`src/sv/bfara_pkg.sv`:
```
// shared constants and types for the best-fit aligned range allocator
// no dependencies
package bfara_pkg;

    localparam int FreeSlotsDef = 16;
    localparam logic [31:0] PoolSizeReset = 32'd65536;

    localparam logic OP_ALLOC = 1'b0;
    localparam logic OP_FREE  = 1'b1;

    localparam logic [1:0] ST_OK        = 2'd0;
    localparam logic [1:0] ST_EXHAUSTED = 2'd1;
    localparam logic [1:0] ST_FULL      = 2'd2;

    // per-cell fit result, travels down the chain
    typedef struct packed {
        logic        found;
        logic [32:0] len;
        logic [32:0] aligned;
        logic [32:0] start;
        logic [7:0]  idx;      // slot of the best fit, up to 256 slots
    } t_best;

    // command from the sequencer to the cells
    typedef struct packed {
        logic        shift;
        logic [32:0] size;
        logic [31:0] mask;
    } t_cell_ctl;

endpackage

```
`src/sv/bfara_cell.sv`:
```
// one slot of the free list: stores a range, compares it against the request and
// hands the registered best fit so far to its neighbor every cycle; depends on bfara_pkg
module bfara_cell (
    input  logic                 i_clk,
    input  logic [7:0]           i_idx,
    input  logic                 i_valid,
    input  bfara_pkg::t_cell_ctl i_ctl,
    input  logic                 i_sel,
    input  logic                 i_wr,
    input  logic [31:0]          i_wr_start,
    input  logic [31:0]          i_wr_len,
    input  logic [31:0]          i_nb_start,
    input  logic [31:0]          i_nb_len,
    input  bfara_pkg::t_best     i_best,
    output bfara_pkg::t_best     o_best,
    output logic [31:0]          o_start,
    output logic [31:0]          o_len
);

    logic [31:0]      r_start;
    logic [31:0]      r_len;
    bfara_pkg::t_best r_best;
    bfara_pkg::t_best n_best;
    logic [32:0]      w_al;
    logic [33:0]      w_end;
    logic             w_fit;

    always_comb begin
        w_al  = ({1'b0, r_start} + {1'b0, i_ctl.mask}) & ~{1'b0, i_ctl.mask};
        w_end = {1'b0, w_al} + {1'b0, i_ctl.size};
        w_fit = i_valid && (w_end <= ({2'b0, r_start} + {2'b0, r_len}));
        n_best = i_best;
        if (w_fit && (!i_best.found || {1'b0, r_len} < i_best.len)) begin
            n_best.found   = 1'b1;
            n_best.len     = {1'b0, r_len};
            n_best.aligned = w_al;
            n_best.start   = {1'b0, r_start};
            n_best.idx     = i_idx;
        end
    end

    always_ff @(posedge i_clk) begin
        r_best <= n_best;
        if (i_wr) begin
            r_start <= i_wr_start;
            r_len   <= i_wr_len;
        end else if (i_ctl.shift && i_sel) begin
            r_start <= i_nb_start;
            r_len   <= i_nb_len;
        end
    end

    assign o_best  = r_best;
    assign o_start = r_start;
    assign o_len   = r_len;

endmodule

```
`config.mk`:
```
export PLATFORM = sky130hd
export DESIGN_NAME = bfara_cell
export DESIGN_NICKNAME = d
export VERILOG_FILES = /design/src/sv/bfara_pkg.sv /design/src/sv/bfara_cell.sv
export SDC_FILE = /design/constraint.sdc
export NUM_CORES = 1
export LEC_CHECK = 0
export BUFFER_PORTS_ARGS = -buffer_cell sky130_fd_sc_hd__buf_2
export CORE_ASPECT_RATIO = 1.5
export CORE_MARGIN = 10
export CORE_UTILIZATION = 40
export DETAILED_ROUTE_END_ITERATION = 16
export PLACE_DENSITY = 0.77
export SLEW_MARGIN = 10
export SYNTH_ARGS = -nofsm -noshare
export SYNTH_HDL_FRONTEND = slang
export SYNTH_SLANG_ARGS = --single-unit
```
`constraint.sdc`:
```
create_clock -name i_clk -period 8 [get_ports i_clk]
set_input_delay 0.8 -clock i_clk [delete_from_list [all_inputs] [get_ports i_clk]]
set_output_delay 0.8 -clock i_clk [all_outputs]
set_load 0.1 [all_outputs]
```
==> reports/summary.txt, run 1 <==
R2R Setup Slk = 0.54 ns
Die area = 39700 sq um
DRC violations left = 0
CP required = 8.33 ns
Actual slew at the worst max-slew pin = 0.904 ns
Placed Cells = 2147
Row count = 80
Setup violators final = 0
Sink Count = 172
Detailed Route WL = 49100 microns
Number of global-route vias before repair = 12.7k
CP endpoint kind = flop
Setup_tns = 0 ns
Worst Hold End = o_best[1]
Max Clk Rate = 134 MHz
Post-synth top area share = 16.9%
Slowest cell delay on critical path = 0.48 ns
Root Buffer = clkbuf_16
HP Start = i_idx[1]
Ys async rst share = 0%
DRT iter0 DRCs = 650
Status = finished, final reports clean
Number of post-CTS setup repair buffers = 0
RR Startpoint = o_start[4]
R2R cell count = 28
Clock latency on the worst-skew pair = 0.45 ns
Register clock-pin slew on the reported worst setup and hold paths = 0.07 ns
Fin crit period = 7.46 ns
Period utilisation layout = 93.2%
First-pass GRT wire length = 72700 microns
Cts repair resizes = 0
VDD IR-drop max = 0.242 mV
Post-synth EDFFs = 64
Layout cells sized above 1 = 40.9%
Starting density of the core = 40.3%
Most used DFF post-synth = dfxtp_1
First-pass DRT Iterations = 5
Number of port buffers = 485
Post-synth cell types = 70
Routed wire length per instance = 22.4 microns
P per Cell Area = 374 nW/um^2
Total leakage power = 8.08 nW
Hold depth = 2
Worst hold slack = 0.567 ns
Die width = 166 microns
WS Path Type = flop to flop
Worst slew margin = 39.8%
Startpoint Class = flop
CTS H-tree lvls = 4
Number of antenna violations at the first check in global routing = 17
CTS Buf Count = 17
RSZ-0062 raised after global routing = no
Core area = 31700 sq um
Routability cong. = 0.944
Yosys reg bits = 172
Largest net degree at the start of global routing = 65
Fin. max-slew vios = 0
Most common cell on crit path = ha_1
Hold-fix buffers, CTS = 0
Area leader, netlist = dfxtp_1
Syn Inst Count = 1264
Worst-path maximum fanout = 36
Die Ht = 239 microns
Post-route insts no fill = 2187
Ys Warns = 0
Worst-case clock buffer depth = 2
Mean Syn Cell Area = 10.1 sq um
Via Count = 11.9k
DP Area = 15700 sq um
Synthesized area = 12800 sq um
Final core utilization = 51.5%
Post-Syn Nets = 1741
Antenna Nets Post-Route = 0
Critical path's slowest cell = edfxtp_1
Overflow after GRT = 0
Vias per std cell = 5.46
Dominant cells by area after synthesis = dfxtp_1 (17%), ha_1 (16%), edfxtp_1 (15%), mux2_2 (12%), mux2_4 (4.3%)
# IOs = 486
Worst EP arrival = 7.79 ns
Max Clock Skew = 0.0107 ns
RR Endpoint = o_best[78]
GRT Total Usage = 23.4%
Nets = 2233
CTS tree = yes
Register area share after synthesis = 31.9%
Post-DP HPWL = 41500 microns
MaxCap Viol Count = 0
Hold Vio Cnt, Final = 0
Layout area overhead = 27.9%
Final instance area = 16400 sq um
Hold Crit Class = primary input to flop
final cells by class:
type | count | area [sq um]
Fill cell | 2940 | 15400
Clock inverter | 11 | 134
Clock buffer | 21 | 450
Sequential cell | 172 | 4080
Timing Repair Buffer | 498 | 2560
Tap cell | 410 | 513
Multi-Input combinational cell | 1006 | 8360
Inverter | 61 | 229
Antenna cell | 8 | 20.0
worst max-delay path by stage:
| stage | from | to |
|---|---|---|
| 5_1_grt | o_start[8] | o_best[78] |
| 3_5_place_dp | i_ctl[0] | o_best[69] |
| 4_1_cts | o_start[0] | o_best[78] |
| 6_report | o_start[4] | o_best[78] |
| 2_1_floorplan | o_start[8] | o_best[69] |
| 3_3_place_gp | i_ctl[0] | o_best[77] |
per-stage QoR:
step / total power, W / setup WS, ns
after floorplan: 0.00446 / 0.490
after global placement: 0.00522 / 0.154
after detailed placement: 0.00527 / -0.0653
after CTS: 0.00614 / 0.288
after global routing: 0.00640 / 0.0516
final: 0.00612 / 0.544
placed cells by master, fill, tap and decap left out, drive strengths merged, types with 19 or more instances in the layout:
cell type	count
a21o	63
a21oi	90
buf	498
clkbuf	21
dfxtp	108
edfxtp	64
ha	160
inv	65
mux2	179
nand2	56
nor2	83
nor2b	19
nor3	23
o21ai	49
xnor2	41
xor2	27
cell usage after synthesis, types with 6 or more instances:
cell type,instances
xnor2_1,41
nor3_1,23
nor4_1,8
nor2_1,83
xor2_1,27
o21a_1,14
or3_1,9
o21bai_1,13
a221oi_1,7
nand2_1,56
a21o_1,63
a21oi_1,90
nand2b_1,7
o211ai_1,8
a211oi_1,13
nand4_1,17
and2_1,8
buf_6,6
nor2b_1,19
buf_2,6
inv_1,61
nand3_1,12
dfxtp_1,108
mux2_4,37
a211o_1,8
o21ai_0,47
clkbuf_1,12
and3_1,13
edfxtp_1,64
a31oi_1,7
ha_1,160
mux2_2,141
worst max-delay path: cells and delay by family (launching register included):
family,cells,cell delay (ns)
adders and majority gates,3,1.04
buffers and inverters,2,0.40
and+or+nand+nor,9,2.00
DFF,1,0.48
AOI/OAI and AO/OA,11,2.57
xor gates and xnor gates,1,0.09
muxes,2,0.71
layer usage:
metal	GRT usage (%)	up-vias	part of all wire, %
met1	25.7	5688	39
met5	0	-	0.25
met3	4.92	82	5.2
met2	42.8	400	53
met4	9.12	18	2.5
li1	-	5752	-
where the power goes:
| part | total [W] | switching [W] | internal, W | leakage (nW) |
|---|---|---|---|---|
| registers | 0.00128 | 0.000125 | 0.00116 | 1.55 |
| clock network | 0.000856 | 0.000382 | 0.000473 | 0.277 |
| logic | 0.00398 | 0.00287 | 0.00111 | 6.25 |
| total | 0.00612 | 0.00338 | 0.00274 | 8.08 |
state kept, by name, indices dropped and copies added, names as in the netlist:
name / flops
o_best: 108
o_len: 32
o_start: 32
logic make-up after synthesis:
family / after synthesis / synth area share [%]
xor+xnor: 68 / 4.66
simple gates: 273 / 10.5
buf+inv: 86 / 2.97
flops: 172 / 31.9
compound gates: 323 / 16.9
fa+ha+maj: 163 / 16.1
mux: 179 / 16.9
Power figures use the tool's default switching activity.
==> run 2: changes to the inputs <==
--- a/config.mk
+++ b/config.mk
@@ -10,6 +10,7 @@
 export CORE_MARGIN = 10
 export CORE_UTILIZATION = 40
 export DETAILED_ROUTE_END_ITERATION = 16
+export MAX_ROUTING_LAYER = met4
 export PLACE_DENSITY = 0.77
 export SLEW_MARGIN = 10
 export SYNTH_ARGS = -nofsm -noshare
==> run 2 against run 1 <==
Compared with the run above:
- sequential share of layout area barely moved
- first-iteration DRC count fell by 5.5%
- critical path depth did not move
- sequential power barely moved
- fmax rose by 0.45%
- clock-buffer cell count did not move
- final area rose by 0.11%
- via count rose by 0.29%
- clock power fell by 10%
- flip-flop and latch count did not move
- largest cell class unchanged
- non-clock buffer count rose by 3
- die area did not move
==> reports/summary.txt, run 2 (same netlist as run 1, synthesis figures left out) <==
Antenna Nets Post-Route = 0 (unchanged)
Critical Path Sink = o_best[103] (was o_best[78])
Actual slew at the worst max-slew pin = 0.896 ns (was 0.904 ns)
DRC violations left = 0 (unchanged)
Sink Count = 172 (unchanged)
Number of global-route vias before repair = 12.6k (was 12.7k)
Die area = 39700 sq um (unchanged)
Routability cong. = 0.977 (was 0.944)
Die Ht = 239 microns (unchanged)
R2R cell count = 28 (unchanged)
Worst-case clock buffer depth = 2 (unchanged)
CTS Buf Count = 17 (unchanged)
VDD IR-drop max = 0.241 mV (was 0.242 mV)
Setup violators final = 0 (unchanged)
Largest net degree at the start of global routing = 65 (unchanged)
Row count = 80 (unchanged)
# IOs = 486 (unchanged)
Post-route insts no fill = 2205 (was 2187)
RSZ-0062 raised after global routing = no (unchanged)
Register Area = 4080 sq um (unchanged)
Slowest cell delay on critical path = 0.48 ns (about the same)
Hold Crit Class = primary input to flop (unchanged)
Routed wire length per instance = 22.2 microns (was 22.4 microns)
Final instance area = 16400 sq um (about the same)
DRT iter0 DRCs = 614 (was 650)
Max reg flops = 108 (unchanged)
Max Clock Skew = 0.0135 ns (was 0.0107 ns)
Status = finished, final reports clean (unchanged)
Fin. max-slew vios = 0 (unchanged)
Hold-fix buffers, CTS = 0 (unchanged)
WS Path Type = flop to flop (unchanged)
Multi-input gate area = 8380 sq um (was 8360 sq um)
Via Count = 12.0k (was 11.9k)
Total power = 0.00606 W (was 0.00612 W)
First-pass GRT wire length = 72000 microns (was 72700 microns)
Overflow after GRT = 0 (unchanged)
P per Cell Area = 370 nW/um^2 (was 374 nW/um^2)
Critical path's slowest cell = edfxtp_1 (unchanged)
Post-DP HPWL = 41500 microns (about the same)
Starting density of the core = 40.3% (unchanged)
Fin crit period = 7.42 ns (was 7.46 ns)
CP endpoint kind = flop (unchanged)
GRT Total Usage = 24.0% (was 23.4%)
CP delay by family, top = compound AO/OA/AOI/OAI gates (unchanged)
Worst hold slack = 0.564 ns (was 0.567 ns)
RR Endpoint = o_best[103] (was o_best[78])
Layout cells sized above 1 = 41.0% (was 40.9%)
Layout fillers = 2956 (was 2940)
CP required = 8.33 ns (about the same)
Total leakage power = 8.09 nW (was 8.08 nW)
Worst-path maximum fanout = 34 (was 36)
Layout area overhead = 28.1% (was 27.9%)
Number of antenna violations at the first check in global routing = 21 (was 17)
Number of port buffers = 485 (unchanged)
Root Buffer = clkbuf_16 (unchanged)
RR Startpoint = o_start[4] (unchanged)
Register clock-pin slew on the reported worst setup and hold paths = 0.07 ns (about the same)
Hold Vio Cnt, Final = 0 (unchanged)
Max Clk Rate = 135 MHz (was 134 MHz)
Startpoint Class = flop (unchanged)
Core area = 31700 sq um (unchanged)
Worst slew margin = 40.3% (was 39.8%)
Stages on the worst setup path = 28 (unchanged)
Nets = 2237 (was 2233)
R2R Setup Slk = 0.58 ns (was 0.54 ns)
CTS tree = yes (unchanged)
DP Area = 15700 sq um (about the same)
MaxCap Viol Count = 0 (unchanged)
Worst EP arrival = 7.76 ns (was 7.79 ns)
Final core utilization = 51.6% (was 51.5%)
Vias per std cell = 5.43 (was 5.46)
Most frequent cells in the layout = buf_2 (485), ha_1 (160), mux2_2 (141) (unchanged)
First-pass DRT Iterations = 5 (unchanged)
HP Start = i_best[107] (was i_idx[1])
Crit path from = o_start[4] (unchanged)
Die width = 166 microns (unchanged)
Most common cell after layout, fill and taps aside = buf_2 (unchanged)
Clock latency on the worst-skew pair = 0.45 ns (about the same)
Period utilisation layout = 92.8% (was 93.2%)
Placed Cells = 2148 (was 2147)
Detailed Route WL = 49100 microns (about the same)
Crit path buf inv count = 2 (unchanged)
CTS H-tree lvls = 4 (unchanged)
-- run 2: changes by cell type in the layout (fill, tap and decap cells not counted), moves of 2 or more --
cell       previous run  this run
clkinv_4              1         3
inv_6                 3         1
diode_2               8        22
clkinv_2              1         4
bufinv_16             2         0
buf_4                10        13
-- run 2: how the worst min path moves through the flow --
stage,end,slack (ns),cells past startpoint
floorplan,o_best[107],0.90,1
global placement,o_best[92],0.57,1
detailed placement,o_best[100],0.58,1
CTS,o_best[107],0.53,2
global route,o_best[107],0.56,2
finish,o_best[107],0.56,2
-- run 2: where the power goes --
group	total [W]	internal, W	switching [W]
logic	0.00402	0.00112	0.00290
clock network	0.000768	0.000404	0.000364
registers	0.00128	0.00116	0.000125
total	0.00606	0.00268	0.00339
-- run 2: what timing repair did --
action,4_1_cts,5_1_grt
buffers inserted,0,2
gates resized for setup,0,7
setup endpoints to repair,0,105
-- run 2: area by class of cell --
cell class / instances / area share, %
sequential: 172 / 24.9
clock buffer: 21 / 2.75
timing repair buffer: 501 / 15.8
clock inverter: 11 / 0.451
antenna: 22 / 0.336
inverter: 61 / 1.40
tap: 410 / 3.13
multi-input combinational: 1007 / 51.2
-- run 2: through the flow --
stage / setup WS, ns / TNS [ns]
2_1_floorplan: 0.490 / 0
3_3_place_gp: 0.142 / 0
3_5_place_dp: -0.0718 / -2.81
4_1_cts: 0.293 / 0
5_1_grt: 0.0556 / 0
6_report: 0.578 / 0
-- run 2: routing by layer --
layer	GRT usage [%]	vias up	routed length, microns
li1	-	5774	-
met1	25.8	5667	19200
met2	41.3	444	25100
met3	5.15	90	2880
met4	11.6	0	1890
met5	-	-	0
-- run 2: worst reg2reg max path: cells and delay by family (launching register included) --
kind,cells,cell delay (ns)
compound gates,12,2.64
simple gates,8,2.00
fa+ha+maj,3,1.01
mux,2,0.75
flops,1,0.48
buf+inv,2,0.36
xor+xnor,1,0.08
